==> config.mk <==
export PLATFORM = sky130hd
export DESIGN_NAME = polyline_tangent_azimuth_core
export DESIGN_NICKNAME = d
export VERILOG_FILES = /design/src/ptaz_pkg.sv /design/src/ptaz_diff.sv /design/src/ptaz_cordic.sv /design/src/polyline_tangent_azimuth_core.sv
export VERILOG_INCLUDE_DIRS = /design/src /design/src/src
export SDC_FILE = /design/constraint.sdc
export NUM_CORES = 2
export LEC_CHECK = 0
export BUFFER_PORTS_ARGS = -buffer_cell sky130_fd_sc_hd__buf_2
export CAP_MARGIN = 15
export CORE_UTILIZATION = 45
export CTS_CLUSTER_DIAMETER = 30
export DETAILED_ROUTE_END_ITERATION = 10
export SETUP_SLACK_MARGIN = 0.3
export SLEW_MARGIN = 0
export SYNTH_ARGS = -nofsm -noshare
export SYNTH_HDL_FRONTEND = slang
export SYNTH_SLANG_ARGS = --single-unit
==> constraint.sdc <==
create_clock -name clk -period 6.49 [get_ports clk]
set_input_delay 0.9735 -clock clk [delete_from_list [all_inputs] [get_ports clk]]
set_output_delay 0.9735 -clock clk [all_outputs]
set_load 0.005 [all_outputs]
==> src/polyline_tangent_azimuth_core_assert.svh <==
// Assertion macros for the block that checks itself.
`ifndef POLYLINE_TANGENT_AZIMUTH_CORE_ASSERT_SVH
`define POLYLINE_TANGENT_AZIMUTH_CORE_ASSERT_SVH

// Same-cycle implication, checked on clk, off while reset is active.
`define PTAZ_ASSERT_NOW(label, ante, cons) \
	label: assert property (@(posedge clk) disable iff (!arst_n) (ante) |-> (cons)) \
		else $error("ptaz: same-cycle check failed");

// Next-cycle implication, checked on clk, off while reset is active.
`define PTAZ_ASSERT_NEXT(label, ante, cons) \
	label: assert property (@(posedge clk) disable iff (!arst_n) (ante) |=> (cons)) \
		else $error("ptaz: next-cycle check failed");

`endif

==> src/ptaz_pkg.sv <==
`timescale 1ns / 1ps
package ptaz_pkg;

	localparam int COORD_BITS      = 32;
	localparam int CORDIC_STEPS    = 16;
	localparam int ANGLE_FRAC_BITS = 6;
	localparam int TOL_BITS        = 16;
	localparam int AZ_BITS         = 15;
	localparam int INT_FRAC        = 16;

	// digit-serial difference
	localparam int DIFF_BITS = COORD_BITS + 1;
	localparam int DIG_BITS  = 4;
	localparam int DIG_COUNT = (DIFF_BITS + DIG_BITS - 1) / DIG_BITS;
	localparam int SER_BITS  = DIG_COUNT * DIG_BITS;
	localparam int DIG_CNT_W = $clog2(DIG_COUNT);

	// CORDIC datapath: gain and the diagonal need two bits over the magnitude
	localparam int CRD_BITS  = DIFF_BITS + 2;
	localparam int STEP_W    = $clog2(CORDIC_STEPS);
	localparam int TAB_IDX_W = 5;
	localparam int ZC_BITS   = INT_FRAC + 7;
	localparam int Z_BITS    = ZC_BITS + 1;

	// bearing assembly and rounding
	localparam int ANG_BITS  = INT_FRAC + 9;
	localparam int RND_SHIFT = INT_FRAC - ANGLE_FRAC_BITS;
	localparam int R_BITS    = ANG_BITS - RND_SHIFT;

	localparam logic [ZC_BITS-1:0]  Z_RIGHT  = ZC_BITS'(90 * (1 << INT_FRAC));
	localparam logic [ANG_BITS-1:0] ANG_90   = ANG_BITS'(90 * (1 << INT_FRAC));
	localparam logic [ANG_BITS-1:0] ANG_270  = ANG_BITS'(270 * (1 << INT_FRAC));
	localparam logic [ANG_BITS-1:0] ANG_HALF = ANG_BITS'(1 << (RND_SHIFT - 1));
	localparam logic [R_BITS-1:0]   R_FULL   = R_BITS'(360 * (1 << ANGLE_FRAC_BITS));

	localparam logic [AZ_BITS-1:0] AZ_0   = '0;
	localparam logic [AZ_BITS-1:0] AZ_90  = AZ_BITS'(90 * (1 << ANGLE_FRAC_BITS));
	localparam logic [AZ_BITS-1:0] AZ_180 = AZ_BITS'(180 * (1 << ANGLE_FRAC_BITS));
	localparam logic [AZ_BITS-1:0] AZ_270 = AZ_BITS'(270 * (1 << ANGLE_FRAC_BITS));

	// atan(2^-i) in degrees, 16 fraction bits
	function automatic logic [ZC_BITS-1:0] atan_q16(input logic [TAB_IDX_W-1:0] idx);
		unique case (idx)
			5'd0:    atan_q16 = ZC_BITS'(2949120);
			5'd1:    atan_q16 = ZC_BITS'(1740967);
			5'd2:    atan_q16 = ZC_BITS'(919879);
			5'd3:    atan_q16 = ZC_BITS'(466945);
			5'd4:    atan_q16 = ZC_BITS'(234379);
			5'd5:    atan_q16 = ZC_BITS'(117304);
			5'd6:    atan_q16 = ZC_BITS'(58666);
			5'd7:    atan_q16 = ZC_BITS'(29335);
			5'd8:    atan_q16 = ZC_BITS'(14668);
			5'd9:    atan_q16 = ZC_BITS'(7334);
			5'd10:   atan_q16 = ZC_BITS'(3667);
			5'd11:   atan_q16 = ZC_BITS'(1833);
			5'd12:   atan_q16 = ZC_BITS'(917);
			5'd13:   atan_q16 = ZC_BITS'(458);
			5'd14:   atan_q16 = ZC_BITS'(229);
			5'd15:   atan_q16 = ZC_BITS'(115);
			5'd16:   atan_q16 = ZC_BITS'(57);
			5'd17:   atan_q16 = ZC_BITS'(29);
			5'd18:   atan_q16 = ZC_BITS'(14);
			5'd19:   atan_q16 = ZC_BITS'(7);
			5'd20:   atan_q16 = ZC_BITS'(4);
			5'd21:   atan_q16 = ZC_BITS'(2);
			5'd22:   atan_q16 = ZC_BITS'(1);
			default: atan_q16 = '0;
		endcase
	endfunction

endpackage

==> src/ptaz_diff.sv <==
`timescale 1ns / 1ps
module ptaz_diff (
	input  logic                               clk,
	input  logic                               arst_n,
	input  logic                               start,
	input  logic [ptaz_pkg::COORD_BITS-1:0]    min_x,
	input  logic [ptaz_pkg::COORD_BITS-1:0]    min_y,
	input  logic [ptaz_pkg::COORD_BITS-1:0]    sub_x,
	input  logic [ptaz_pkg::COORD_BITS-1:0]    sub_y,
	output logic                               done,
	output logic [ptaz_pkg::DIFF_BITS-1:0]     dx,
	output logic [ptaz_pkg::DIFF_BITS-1:0]     dy
);

	localparam int SB = ptaz_pkg::SER_BITS;
	localparam int DB = ptaz_pkg::DIG_BITS;
	localparam int CB = ptaz_pkg::COORD_BITS;

	logic [SB-1:0] sh_x_q, sh_y_q, sb_x_q, sb_y_q;
	logic          cy_x_q, cy_y_q;
	logic [ptaz_pkg::DIG_CNT_W-1:0] cnt_q;
	logic          busy_q, done_q;
	logic [DB:0]   dig_x, dig_y;

	function automatic logic [DB:0] dig_sub(input logic [DB-1:0] a, input logic [DB-1:0] b,
		input logic cin);
		dig_sub = {1'b0, a} + {1'b0, ~b} + {{DB{1'b0}}, cin};
	endfunction

	assign dig_x = dig_sub(sh_x_q[DB-1:0], sb_x_q[DB-1:0], cy_x_q);
	assign dig_y = dig_sub(sh_y_q[DB-1:0], sb_y_q[DB-1:0], cy_y_q);

	// difference digits enter at the top as the minuend leaves at the bottom
	always_ff @(posedge clk or negedge arst_n) begin
		if (!arst_n) begin
			sh_x_q <= '0;
			sh_y_q <= '0;
			sb_x_q <= '0;
			sb_y_q <= '0;
			cy_x_q <= 1'b1;
			cy_y_q <= 1'b1;
			cnt_q  <= '0;
			busy_q <= 1'b0;
			done_q <= 1'b0;
		end else begin
			done_q <= 1'b0;
			if (start) begin
				sh_x_q <= {{(SB - CB){min_x[CB-1]}}, min_x};
				sh_y_q <= {{(SB - CB){min_y[CB-1]}}, min_y};
				sb_x_q <= {{(SB - CB){sub_x[CB-1]}}, sub_x};
				sb_y_q <= {{(SB - CB){sub_y[CB-1]}}, sub_y};
				cy_x_q <= 1'b1;
				cy_y_q <= 1'b1;
				cnt_q  <= '0;
				busy_q <= 1'b1;
			end else if (busy_q) begin
				sh_x_q <= {dig_x[DB-1:0], sh_x_q[SB-1:DB]};
				sh_y_q <= {dig_y[DB-1:0], sh_y_q[SB-1:DB]};
				sb_x_q <= sb_x_q >> DB;
				sb_y_q <= sb_y_q >> DB;
				cy_x_q <= dig_x[DB];
				cy_y_q <= dig_y[DB];
				cnt_q  <= cnt_q + 1'b1;
				if (cnt_q == ptaz_pkg::DIG_CNT_W'(ptaz_pkg::DIG_COUNT - 1)) begin
					busy_q <= 1'b0;
					done_q <= 1'b1;
				end
			end
		end
	end

	assign done = done_q;
	assign dx   = sh_x_q[ptaz_pkg::DIFF_BITS-1:0];
	assign dy   = sh_y_q[ptaz_pkg::DIFF_BITS-1:0];

endmodule

==> src/ptaz_cordic.sv <==
`timescale 1ns / 1ps
module ptaz_cordic (
	input  logic                              clk,
	input  logic                              arst_n,
	input  logic                              start,
	input  logic [ptaz_pkg::DIFF_BITS-1:0]    ax,
	input  logic [ptaz_pkg::DIFF_BITS-1:0]    ay,
	output logic                              done,
	output logic [ptaz_pkg::ZC_BITS-1:0]      z_out
);

	localparam int CW = ptaz_pkg::CRD_BITS;
	localparam int ZW = ptaz_pkg::Z_BITS;

	logic signed [CW-1:0] x_q, y_q, xs, ys;
	logic signed [ZW-1:0] z_q, ang_s;
	logic [ptaz_pkg::STEP_W-1:0]  step_q;
	logic                 busy_q, clamp_q, done_q;
	logic [ptaz_pkg::ZC_BITS-1:0] zc_q;

	assign xs    = x_q >>> step_q;
	assign ys    = y_q >>> step_q;
	assign ang_s = signed'({1'b0,
		ptaz_pkg::atan_q16(ptaz_pkg::TAB_IDX_W'(step_q))});

	always_ff @(posedge clk or negedge arst_n) begin
		if (!arst_n) begin
			x_q     <= '0;
			y_q     <= '0;
			z_q     <= '0;
			step_q  <= '0;
			busy_q  <= 1'b0;
			clamp_q <= 1'b0;
			done_q  <= 1'b0;
			zc_q    <= '0;
		end else begin
			done_q  <= 1'b0;
			clamp_q <= 1'b0;
			if (start) begin
				x_q    <= signed'({2'b00, ax});
				y_q    <= signed'({2'b00, ay});
				z_q    <= '0;
				step_q <= '0;
				busy_q <= 1'b1;
			end else if (busy_q) begin
				// rotate toward the x axis from whichever side y sits
				if (!y_q[CW-1]) begin
					x_q <= x_q + ys;
					y_q <= y_q - xs;
					z_q <= z_q + ang_s;
				end else begin
					x_q <= x_q - ys;
					y_q <= y_q + xs;
					z_q <= z_q - ang_s;
				end
				step_q <= step_q + 1'b1;
				if (step_q == ptaz_pkg::STEP_W'(ptaz_pkg::CORDIC_STEPS - 1)) begin
					busy_q  <= 1'b0;
					clamp_q <= 1'b1;
				end
			end else if (clamp_q) begin
				priority if (z_q[ZW-1])
					zc_q <= '0;
				else if (z_q[ptaz_pkg::ZC_BITS-1:0] > ptaz_pkg::Z_RIGHT)
					zc_q <= ptaz_pkg::Z_RIGHT;
				else
					zc_q <= z_q[ptaz_pkg::ZC_BITS-1:0];
				done_q <= 1'b1;
			end
		end
	end

	assign done  = done_q;
	assign z_out = zc_q;

endmodule

==> src/polyline_tangent_azimuth_core.sv <==
`timescale 1ns / 1ps
// Tangent bearing along a streamed polyline, in 1/64 degree clockwise from north. A point is
// taken only while the core is idle; each bearing runs a 9-digit serial subtract (4 bits a
// cycle, both coordinates at once), a magnitude and tolerance check, then 16 CORDIC steps on
// one shared add/shift unit plus a clamp, a quadrant and a rounding step; the rotation is
// skipped when a difference falls inside the tolerance, and the next point is taken in the
// cycle after the word is loaded. A point gives one bearing, the last point of a line of two
// or more points two, the first point of a longer line none, and a lone point one flagged
// word. The output register lets the next point in while a word waits.
`include "polyline_tangent_azimuth_core_assert.svh"
module polyline_tangent_azimuth_core (
	input  logic                                     clk,
	input  logic                                     arst_n,
	input  logic                                     cfg_wr_en,
	input  logic [ptaz_pkg::TOL_BITS-1:0]            cfg_wr_data,
	input  logic                                     in_valid,
	output logic                                     in_ready,
	input  logic signed [ptaz_pkg::COORD_BITS-1:0]   x_coord,
	input  logic signed [ptaz_pkg::COORD_BITS-1:0]   y_coord,
	input  logic                                     last_point,
	output logic                                     out_valid,
	input  logic                                     out_ready,
	output logic [ptaz_pkg::AZ_BITS-1:0]             azimuth,
	output logic                                     degenerate,
	output logic                                     last_result
);

	localparam logic [2:0] ST_IDLE  = 3'd0;
	localparam logic [2:0] ST_DIFF  = 3'd1;
	localparam logic [2:0] ST_ABS   = 3'd2;
	localparam logic [2:0] ST_CHECK = 3'd3;
	localparam logic [2:0] ST_ROT   = 3'd4;
	localparam logic [2:0] ST_RND   = 3'd5;
	localparam logic [2:0] ST_EMIT  = 3'd6;

	localparam logic [1:0] PS_ZERO = 2'd0;
	localparam logic [1:0] PS_ONE  = 2'd1;
	localparam logic [1:0] PS_TWO  = 2'd2;

	localparam int CB = ptaz_pkg::COORD_BITS;
	localparam int DB = ptaz_pkg::DIFF_BITS;
	localparam int AB = ptaz_pkg::ANG_BITS;

	logic [2:0]    state_q;
	logic [1:0]    ps_q;
	logic [ptaz_pkg::TOL_BITS-1:0] tol_q;
	logic [CB-1:0] x_q, y_q, older_x_q, older_y_q, newer_x_q, newer_y_q;
	logic          last_q, use_newer_q, job_q, deg_q;
	logic          diff_start_q, crd_start_q;
	logic [DB-1:0] ax_q, ay_q;
	logic          dx_pos_q, dy_pos_q;
	logic [AB-1:0] ang_q;
	logic [ptaz_pkg::AZ_BITS-1:0] res_az_q;
	logic          out_valid_q, out_deg_q, out_last_q;
	logic [ptaz_pkg::AZ_BITS-1:0] out_az_q;

	logic          diff_done, crd_done;
	logic [DB-1:0] diff_dx, diff_dy, ax_next, ay_next, tol_ext;
	logic [ptaz_pkg::ZC_BITS-1:0] crd_z;
	logic [AB-1:0] z_ext, ang_next, rsum;
	logic [ptaz_pkg::R_BITS-1:0] r_raw, r_wrap;
	logic          emit_fire;

	ptaz_diff u_diff (
		.clk    (clk),
		.arst_n (arst_n),
		.start  (diff_start_q),
		.min_x  (x_q),
		.min_y  (y_q),
		.sub_x  (use_newer_q ? newer_x_q : older_x_q),
		.sub_y  (use_newer_q ? newer_y_q : older_y_q),
		.done   (diff_done),
		.dx     (diff_dx),
		.dy     (diff_dy)
	);

	ptaz_cordic u_cordic (
		.clk    (clk),
		.arst_n (arst_n),
		.start  (crd_start_q),
		.ax     (ax_q),
		.ay     (ay_q),
		.done   (crd_done),
		.z_out  (crd_z)
	);

	assign ax_next = diff_dx[DB-1] ? (~diff_dx + 1'b1) : diff_dx;
	assign ay_next = diff_dy[DB-1] ? (~diff_dy + 1'b1) : diff_dy;
	assign tol_ext = DB'(tol_q);

	// bearing from the first-quadrant angle
	assign z_ext = AB'(crd_z);
	always_comb begin
		unique case ({dx_pos_q, dy_pos_q})
			2'b11:   ang_next = ptaz_pkg::ANG_90 - z_ext;
			2'b10:   ang_next = ptaz_pkg::ANG_90 + z_ext;
			2'b01:   ang_next = ptaz_pkg::ANG_270 + z_ext;
			default: ang_next = ptaz_pkg::ANG_270 - z_ext;
		endcase
	end

	assign rsum   = ang_q + ptaz_pkg::ANG_HALF;
	assign r_raw  = rsum[AB-1:ptaz_pkg::RND_SHIFT];
	assign r_wrap = (r_raw >= ptaz_pkg::R_FULL) ? (r_raw - ptaz_pkg::R_FULL) : r_raw;

	assign emit_fire = (state_q == ST_EMIT) && (!out_valid_q || out_ready);

	always_ff @(posedge clk or negedge arst_n) begin
		if (!arst_n) begin
			tol_q <= ptaz_pkg::TOL_BITS'(1);
		end else if (cfg_wr_en) begin
			tol_q <= cfg_wr_data;
		end
	end

	always_ff @(posedge clk or negedge arst_n) begin
		if (!arst_n) begin
			state_q      <= ST_IDLE;
			ps_q         <= PS_ZERO;
			x_q          <= '0;
			y_q          <= '0;
			older_x_q    <= '0;
			older_y_q    <= '0;
			newer_x_q    <= '0;
			newer_y_q    <= '0;
			last_q       <= 1'b0;
			use_newer_q  <= 1'b0;
			job_q        <= 1'b0;
			deg_q        <= 1'b0;
			diff_start_q <= 1'b0;
			crd_start_q  <= 1'b0;
			ax_q         <= '0;
			ay_q         <= '0;
			dx_pos_q     <= 1'b0;
			dy_pos_q     <= 1'b0;
			ang_q        <= '0;
			res_az_q     <= '0;
			out_valid_q  <= 1'b0;
			out_az_q     <= '0;
			out_deg_q    <= 1'b0;
			out_last_q   <= 1'b0;
		end else begin
			diff_start_q <= 1'b0;
			crd_start_q  <= 1'b0;
			if (out_valid_q && out_ready)
				out_valid_q <= 1'b0;

			case (state_q)
				ST_IDLE: if (in_valid) begin
					x_q         <= x_coord;
					y_q         <= y_coord;
					last_q      <= last_point;
					job_q       <= 1'b0;
					use_newer_q <= (ps_q == PS_ONE);
					if (ps_q == PS_ZERO) begin
						if (last_point) begin
							// lone point: flagged word, no difference
							deg_q    <= 1'b1;
							res_az_q <= ptaz_pkg::AZ_0;
							state_q  <= ST_EMIT;
						end else begin
							newer_x_q <= x_coord;
							newer_y_q <= y_coord;
							ps_q      <= PS_ONE;
						end
					end else begin
						diff_start_q <= 1'b1;
						state_q      <= ST_DIFF;
					end
				end
				ST_DIFF: if (diff_done) begin
					state_q <= ST_ABS;
				end
				ST_ABS: begin
					ax_q     <= ax_next;
					ay_q     <= ay_next;
					dx_pos_q <= !diff_dx[DB-1] && (diff_dx != '0);
					dy_pos_q <= !diff_dy[DB-1] && (diff_dy != '0);
					state_q  <= ST_CHECK;
				end
				ST_CHECK: begin
					priority if (ay_q <= tol_ext) begin
						res_az_q <= dx_pos_q ? ptaz_pkg::AZ_90 : ptaz_pkg::AZ_270;
						state_q  <= ST_EMIT;
					end else if (ax_q <= tol_ext) begin
						res_az_q <= dy_pos_q ? ptaz_pkg::AZ_0 : ptaz_pkg::AZ_180;
						state_q  <= ST_EMIT;
					end else begin
						crd_start_q <= 1'b1;
						state_q     <= ST_ROT;
					end
				end
				ST_ROT: if (crd_done) begin
					ang_q   <= ang_next;
					state_q <= ST_RND;
				end
				ST_RND: begin
					res_az_q <= ptaz_pkg::AZ_BITS'(r_wrap);
					state_q  <= ST_EMIT;
				end
				ST_EMIT: if (emit_fire) begin
					out_valid_q <= 1'b1;
					out_az_q    <= res_az_q;
					out_deg_q   <= deg_q;
					out_last_q  <= deg_q || job_q;
					priority if (deg_q) begin
						deg_q   <= 1'b0;
						state_q <= ST_IDLE;
					end else if (!job_q && last_q) begin
						// closing point: backward difference, reused when the line has two points
						job_q <= 1'b1;
						if (ps_q == PS_TWO) begin
							use_newer_q  <= 1'b1;
							diff_start_q <= 1'b1;
							state_q      <= ST_DIFF;
						end
					end else begin
						if (last_q) begin
							ps_q <= PS_ZERO;
						end else begin
							older_x_q <= newer_x_q;
							older_y_q <= newer_y_q;
							newer_x_q <= x_q;
							newer_y_q <= y_q;
							ps_q      <= PS_TWO;
						end
						state_q <= ST_IDLE;
					end
				end
				default: state_q <= ST_IDLE;
			endcase
		end
	end

	assign in_ready    = (state_q == ST_IDLE);
	assign out_valid   = out_valid_q;
	assign azimuth     = out_az_q;
	assign degenerate  = out_deg_q;
	assign last_result = out_last_q;

	`PTAZ_ASSERT_NOW(a_deg_word, out_valid && degenerate, last_result && (azimuth == ptaz_pkg::AZ_0))
	`PTAZ_ASSERT_NOW(a_diff_done_state, diff_done, state_q == ST_DIFF)
	`PTAZ_ASSERT_NOW(a_crd_done_state, crd_done, state_q == ST_ROT)
	`PTAZ_ASSERT_NEXT(a_emit_loads, emit_fire, out_valid && (ps_q != 2'd3))

endmodule
---- Word level (Yosys, flattened, before mapping) ----
Memory sizes are Yosys's and may differ from the RTL's.
Index checks and enable logic that the tools add are counted.
word-level totals
  memories kept ........................... 1
  logic and storage cells ................. 258
  input port bits ......................... 86
  bits in registers ....................... 621
  output and inout bits ................... 19
  memory bits (read-only) ................. 352
cells by class
  eq/ne operators ......................... 28
  order comparisons ....................... 4
  bitwise gates (word level) .............. 9
  $add $sub $neg .......................... 20
  reduce and logical (&&, ||, !) cells .... 31
  mux-type cells .......................... 121
  shift operators ......................... 2
memories
  memory            depth  width  read ports  clocked after memory_dff  wr ports  RTL line        source
  (name not given)  16     22     1           0                         0         ptaz_pkg.sv:43  unique case (idx)
operator list
  cell                                                 count
  2-to-1 mux 32 bit                                    16
  2-to-1 mux 36 bit                                    8
  2-to-1 mux 35 bit                                    6
  one-hot mux 32 bit (2 select lines)                  2
  2-to-1 mux 15 bit                                    7
  one-hot mux 25 bit (3 select lines)                  1
  2-to-1 mux 24 bit                                    3
  adder 35 bit                                         2
  >>> shifter 35 x 4 -> 35 bit                         2
  subtractor 35 bit                                    2
  adder 33 x 1 -> 33 bit (second input constant)       2
  <= comparator 33 x 16 -> 1 bit                       2
  2-to-1 mux 33 bit                                    2
  NOT 33 bit                                           2
  nonzero test 33 bit                                  2
  2-to-1 mux 23 bit                                    2
  one-hot mux 15 bit (3 select lines)                  1
  2-to-1 mux 1 bit                                     44
  2-to-1 mux 3 bit                                     9
  adder 25 x 10 -> 25 bit (second input constant)      1
  adder 25 x 23 -> 25 bit (first input constant)       1
  subtractor 25 x 23 -> 25 bit (first input constant)  1
  adder 23 x 23 -> 24 bit (first input constant)       1
  adder 24 bit                                         1
  other kinds (39)                                     95

---- Longest topological paths before layout ----
  word-level depth ........................ 6
  depth in mapped cells ................... 30
  mapped depth without buffers ............ 22

---- Cells and area by module ----
Synthesis repeated with hierarchy kept, for this count alone.
unflattened totals
  cell total of the unflattened synthesis .. 4514
  area, all modules ....................... 41631.2 µm²
by module, submodules not included
  module                         cells each  instances  area each (µm²)
  polyline_tangent_azimuth_core  1716        1          17307.8
  ptaz_cordic                    2055        1          16823.6
  ptaz_diff                      743         1          7499.7

---- Worst setup path before layout ----
Ideal clock, no wire load.
  kind .................................... register to register
  from .................................... register u_cordic.step_q[1] (netlist name)
  to ...................................... register u_cordic.z_q[17]
  clock period less this slack ............ 6.164 ns
  slack ................................... 0.326 ns
  buffers on the path ..................... 8
  arrival time ............................ 6.038 ns
  required time ........................... 6.364 ns
  stages on the path, launching flop included .. 29
  cell sequence ........................... dfrtp_1 buf_2 inv_2 buf_2 buf_2 buf_1 buf_1 clkbuf_1 buf_1 ha_1 clkbuf_1 nor2_1 or3_1 o31ai_1 ha_1 inv_1 nor2_1 a31oi_1 a21oi_1 o21ai_0 xor2_1 ha_1 inv_1 or3_1 o21ai_0 a21o_1 a21oi_1 and4_1 a311o_1
between the ends
  longest elaborated chain between the ends .. 5
  elaborated cells on any way between the ends .. 6
  classes of those cells .................. add/sub: 2; mux: 3; memory: 1
RTL lines
  what                                                      RTL line                              source
  start, declared                                           ptaz_cordic.sv:17                     logic [ptaz_pkg::STEP_W-1:0] step_q;
  start signal, assigned                                    ptaz_cordic.sv:56                     step_q <= step_q + 1'b1;
  memory (16 x 22 bit) *                                    n/a
  adder 24 bit / subtractor 24 bit (equally long branches)  ptaz_cordic.sv:50, ptaz_cordic.sv:54
  2-to-1 mux 24 bit *                                       ptaz_cordic.sv:47                     if (!y_q[CW-1]) begin
  2-to-1 mux 24 bit *                                       ptaz_cordic.sv:45                     end else if (busy_q) begin
  2-to-1 mux 24 bit *                                       ptaz_cordic.sv:39                     if (start) begin
  end signal, assigned                                      ptaz_cordic.sv:50                     z_q <= z_q + ang_s;
  end signal, assigned                                      ptaz_cordic.sv:54                     z_q <= z_q - ang_s;
  end, declared                                             ptaz_cordic.sv:16                     logic signed [ZW-1:0] z_q, ang_s;
Every way passes the cells marked *; elsewhere a longest branch is shown, timed or not. The select of a mux whose other input is x is not followed.
A chain may end at the register's enable or synchronous reset.

---- Final worst setup path ----
  from .................................... register u_cordic.step_q[0] (netlist name)
  to ...................................... register u_cordic.x_q[33]
between the ends
  longest elaborated chain between the ends .. 5
  elaborated cells on any way between the ends .. 6
  classes of those cells .................. add/sub: 2; shift: 1; mux: 3
RTL lines
  what                                                      RTL line                              source
  >>> shifter 35 x 4 -> 35 bit *                            ptaz_cordic.sv:22                     assign ys = y_q >>> step_q;
  adder 35 bit / subtractor 35 bit (equally long branches)  ptaz_cordic.sv:48, ptaz_cordic.sv:52
  2-to-1 mux 35 bit *                                       ptaz_cordic.sv:47
  2-to-1 mux 35 bit *                                       ptaz_cordic.sv:45
  2-to-1 mux 35 bit *                                       ptaz_cordic.sv:39
  end signal, assigned                                      ptaz_cordic.sv:40                     x_q <= signed'({2'b00, ax});
  end signal, assigned                                      ptaz_cordic.sv:48                     x_q <= x_q + ys;
  end signal, assigned                                      ptaz_cordic.sv:52                     x_q <= x_q - ys;
  end, declared                                             ptaz_cordic.sv:15                     logic signed [CW-1:0] x_q, y_q, xs, ys;
Marked as above.

==> key figures <==
Status
  – Run status: finished, final reports clean

Timing
  – Final TNS setup: 0 ns
  – Period utilisation layout: between 80% and 90%
  – Unrepaired setup endpoints after global routing: no
  – Final hold viol count: 0
  – Maximum clock rate: 0.172 GHz
  – Slew HR: 25.8%
  – Tightest Pin Transition: roughly 1.1 ns
  – Final-report max-slew violation count: 0
  – Final min period: slightly below 6 ns
  – Final setup vio count: 0
  – Max Clock Skew: around 0.055 ns

GRT
  – Largest net degree at the start of global routing: around 180
  – Global route overflow: 0
  – Global-route wire length before repair: 189 mm
  – Vias in the first global route: roughly 33,000
  – Initial antenna violation count: 0
  – Total track usage: 26.0%

Clock tree
  – Worst-Skew Late Latency: 0.74 ns
  – Hold-fix buffers at CTS: 0
  – CTS tree: done
  – CTS max path bufs: 3
  – H-tree depth: 4
  – Num CTS Buffers: approximately 150
  – CTS root buffer: clkbuf_16
  – CTS Sinks: 606
  – Clock transition at path regs: 0.05 ns

Logic synthesis
  – Post-synthesis async set-or-reset flop share: 100%
  – Post-synthesis cell area: 0.0407 mm2
  – Post-Synthesis Cells: 4,534
  – Synth warnings: 0
  – Number of flops mapped to enable cells by yosys: 0
  – Dominant register cell in the synthesized netlist: dfrtp_1
  – Top-area cell type share of the netlist area: a little under two fifths
  – Sequential fraction of the synthesis area: 37.3%
  – Most instantiated cells after synthesis: nand2_1 (780), dfrtp_1 (603), o21ai_0 (358)
  – Post-Syn Nets: 4,774
  – Synth area leaders: dfrtp_1 (37%), nand2_1 (7.2%), mux2i_1 (6.1%)
  – Mean Syn Cell Area: ~9 um2
  – Seq cells post-synth: 606
  – Synth area leader: dfrtp_1
  – Post-synthesis cell type count: 102
  – Count leader, synth: nand2_1

Pwr
  – Pint: 9.61 mW
  – Sw Share: a little over a fifth
  – Peak VDD IR: 0.226 mV
  – Pwr dens: 256 mW/mm2
  – Sequential Power Share: a little under a third
  – Leakage: 21.6 nW
  – Clock group share of total power: 67.0%
  – Combinational Power Share: 1.6%
  – Net Switching: 2.61 mW

Critical path
  – WP data required: 7.06 ns
  – Slack of the worst reg-to-reg path: roughly 0.68 ns
  – Critical path launch point type: flop
  – Critical Path AT: 6.38 ns
  – Worst-path maximum fanout: 14
  – Crit path kind: reg -> reg
  – CP Capture Type: flop

Floorplanning
  – Die height: 303 um
  – Die ar.: slightly above 0.09 mm2
  – # rows: 109
  – Die W: 303 um
  – Core box area: 0.0889 mm2
  – Io pins: 105
  – Initial Utilization: between 40% and 50%

Detailed routing
  – Drt total wl: 118 mm
  – Drt initial violations: 2,595
  – DR WL/cell: 20.1 um
  – M1 WL: 54.7 mm
  – Vias/cell: 5.81
  – Vias after detailed routing: roughly 34,000
  – First-pass DRT Iterations: 5
  – Antenna-violating nets left: 0
  – Top layer in use: met4
  – Met2 routed WL: around 53 mm
  – Post-route DRC: 0
  – DR WL met3: 7.59 mm

Cells and area
  – Final #Nets: 4,805
  – Area occupied by registers: between 0.015 and 0.02 mm2
  – Antenna cells: 0
  – Share of cells above drive strength 1: 14.7%
  – Layout fillers: just over 8,000
  – Area Overhead vs Synth: 17.4%
  – Core Util, Final: 53.7%
  – Multi-input combinational cell area: 0.0239 mm2

Placed design
  – Port Buffers: 104
  – Post-detail-place hpwl: 80.7 mm
  – GP Congestion: 0.921

Flow run
  – Number of max-cap violations: 0

Worst hold path
  – HP Class: in -> async
==> metal layers <==
layer	up-vias	GRT usage, %
met5	-	0
met4	0	7.41
met3	189	5.58
met2	943	39.9
met1	16600	36.8
li1	16400	-
==> final cells by class <==
type / instances / share of cell area (%)
Tap cell: 1165 / 3.05
Sequential cell: 606 / 31.8
Clock inverter: 84 / 2.85
Multi-Input combinational cell: 3519 / 50.0
Timing Repair Buffer: 176 / 2.48
Clock buffer: 201 / 8.90
Inverter: 108 / 0.849
==> layout by cell type (no fill, tap or decap), drive strengths merged, types with 86 or more instances in the layout <==
cell type	instances
ha	147
clkbuf	201
xnor2	110
inv	117
mux2i	247
dfrtp	603
buf	176
nand2	781
nor2	292
o21ai	365
a31oi	105
mux2	123
xor2	129
mux4	86
a21oi	287
==> state kept, by name, indices dropped and copies added, names as in the netlist, 4 cells and up <==
signal and count:
ax_q 33, u_diff.sh_y_q 36, u_diff.cnt_q 4, older_x_q 32
u_cordic.z_q 24, res_az_q 15, azimuth 15, newer_y_q 32
y_q 32, newer_x_q 32, tol_q 16, u_cordic.x_q 35
ang_q 16, u_diff.sb_y_q 33, x_q 32, ay_q 33
u_diff.sh_x_q 36, u_cordic.step_q 4, u_diff.sb_x_q 33, u_cordic.y_q 35
older_y_q 32, u_cordic.z_out 23
==> logic make-up (layout without fill, tap and decap cells) <==
kind of cell | Yosys count | count (layout) | synth area share [%]
mux | 456 | 456 | 14.3
flops | 606 | 606 | 37.3
buf+inv | 409 | 569 | 4.14
simple gates | 1512 | 1512 | 16.7
xor+xnor | 239 | 239 | 5.14
fa+ha+maj | 154 | 154 | 4.86
compound gates | 1158 | 1158 | 17.6
==> worst max-delay path: stages (launching register included) <==
cell and delay (ns):
dfrtp_4 0.50, buf_8 0.20, mux4_2 0.54, mux2_2 0.28
mux2_2 0.30, inv_1 0.08, ha_1 0.16, and2_1 0.20
and2_1 0.18, and3_1 0.25, nor2_1 0.07, xor2_1 0.16
ha_1 0.39, a21oi_1 0.28, o211ai_1 0.14, a31oi_1 0.19
o221ai_1 0.19, a21o_1 0.27, a221o_1 0.38, a41o_1 0.29
a41oi_1 0.25, mux2i_1 0.20, o311ai_0 0.14
==> power by group through the flow <==
stage | Combinational [mW] | Sequential [mW] | Clock [mW]
after floorplan | 0.0632 | 3.89 | 0
after global placement | 0.200 | 3.90 | 0
after detailed placement | 0.201 | 3.90 | 0
after CTS | 0.203 | 3.84 | 8.29
after global routing | 0.227 | 3.84 | 8.52
final | 0.195 | 3.84 | 8.18
==> path summary, 6_finish.rpt <==
path,depth (start not counted),to,from
max,22,u_cordic.x_q[33]$_DFFE_PN0P_,u_cordic.step_q[0]$_DFFE_PN0P_
min,1,newer_y_q[29]$_DFFE_PN0P_,arst_n
max reg2reg,22,u_cordic.x_q[33]$_DFFE_PN0P_,u_cordic.step_q[0]$_DFFE_PN0P_
min reg2reg,1,res_az_q[14]$_DFFE_PN0P_,res_az_q[14]$_DFFE_PN0P_
max in group asynchronous,2,newer_x_q[8]$_DFFE_PN0P_,arst_n
min in group clk,3,x_q[28]$_DFFE_PN0P_,x_coord[28]
==> timing repair <==
action | CTS | global route
hold endpoints to repair | 0 | 0
resized for setup | 0 | 6
setup endpoints to repair | 0 | 9
buffers inserted | 0 | 8
==> through the flow <==
step | area (um2) | hold slack, ns | setup WS [ns] | std cells | total power, mW
2_1_floorplan | 40700 | 0.446 | 0.326 | 4534 | 3.96
3_3_place_gp | 42100 | 0.463 | 0.519 | 5566 | 4.10
3_5_place_dp | 42100 | 0.462 | 0.445 | 5566 | 4.10
4_1_cts | 47700 | 0.274 | 0.453 | 5851 | 12.3
5_1_grt | 47800 | 0.305 | 0.324 | 5859 | 12.6
6_report | 47800 | 0.285 | 0.681 | 5859 | 12.2
No activity file was read; power rests on OpenSTA's default activity.
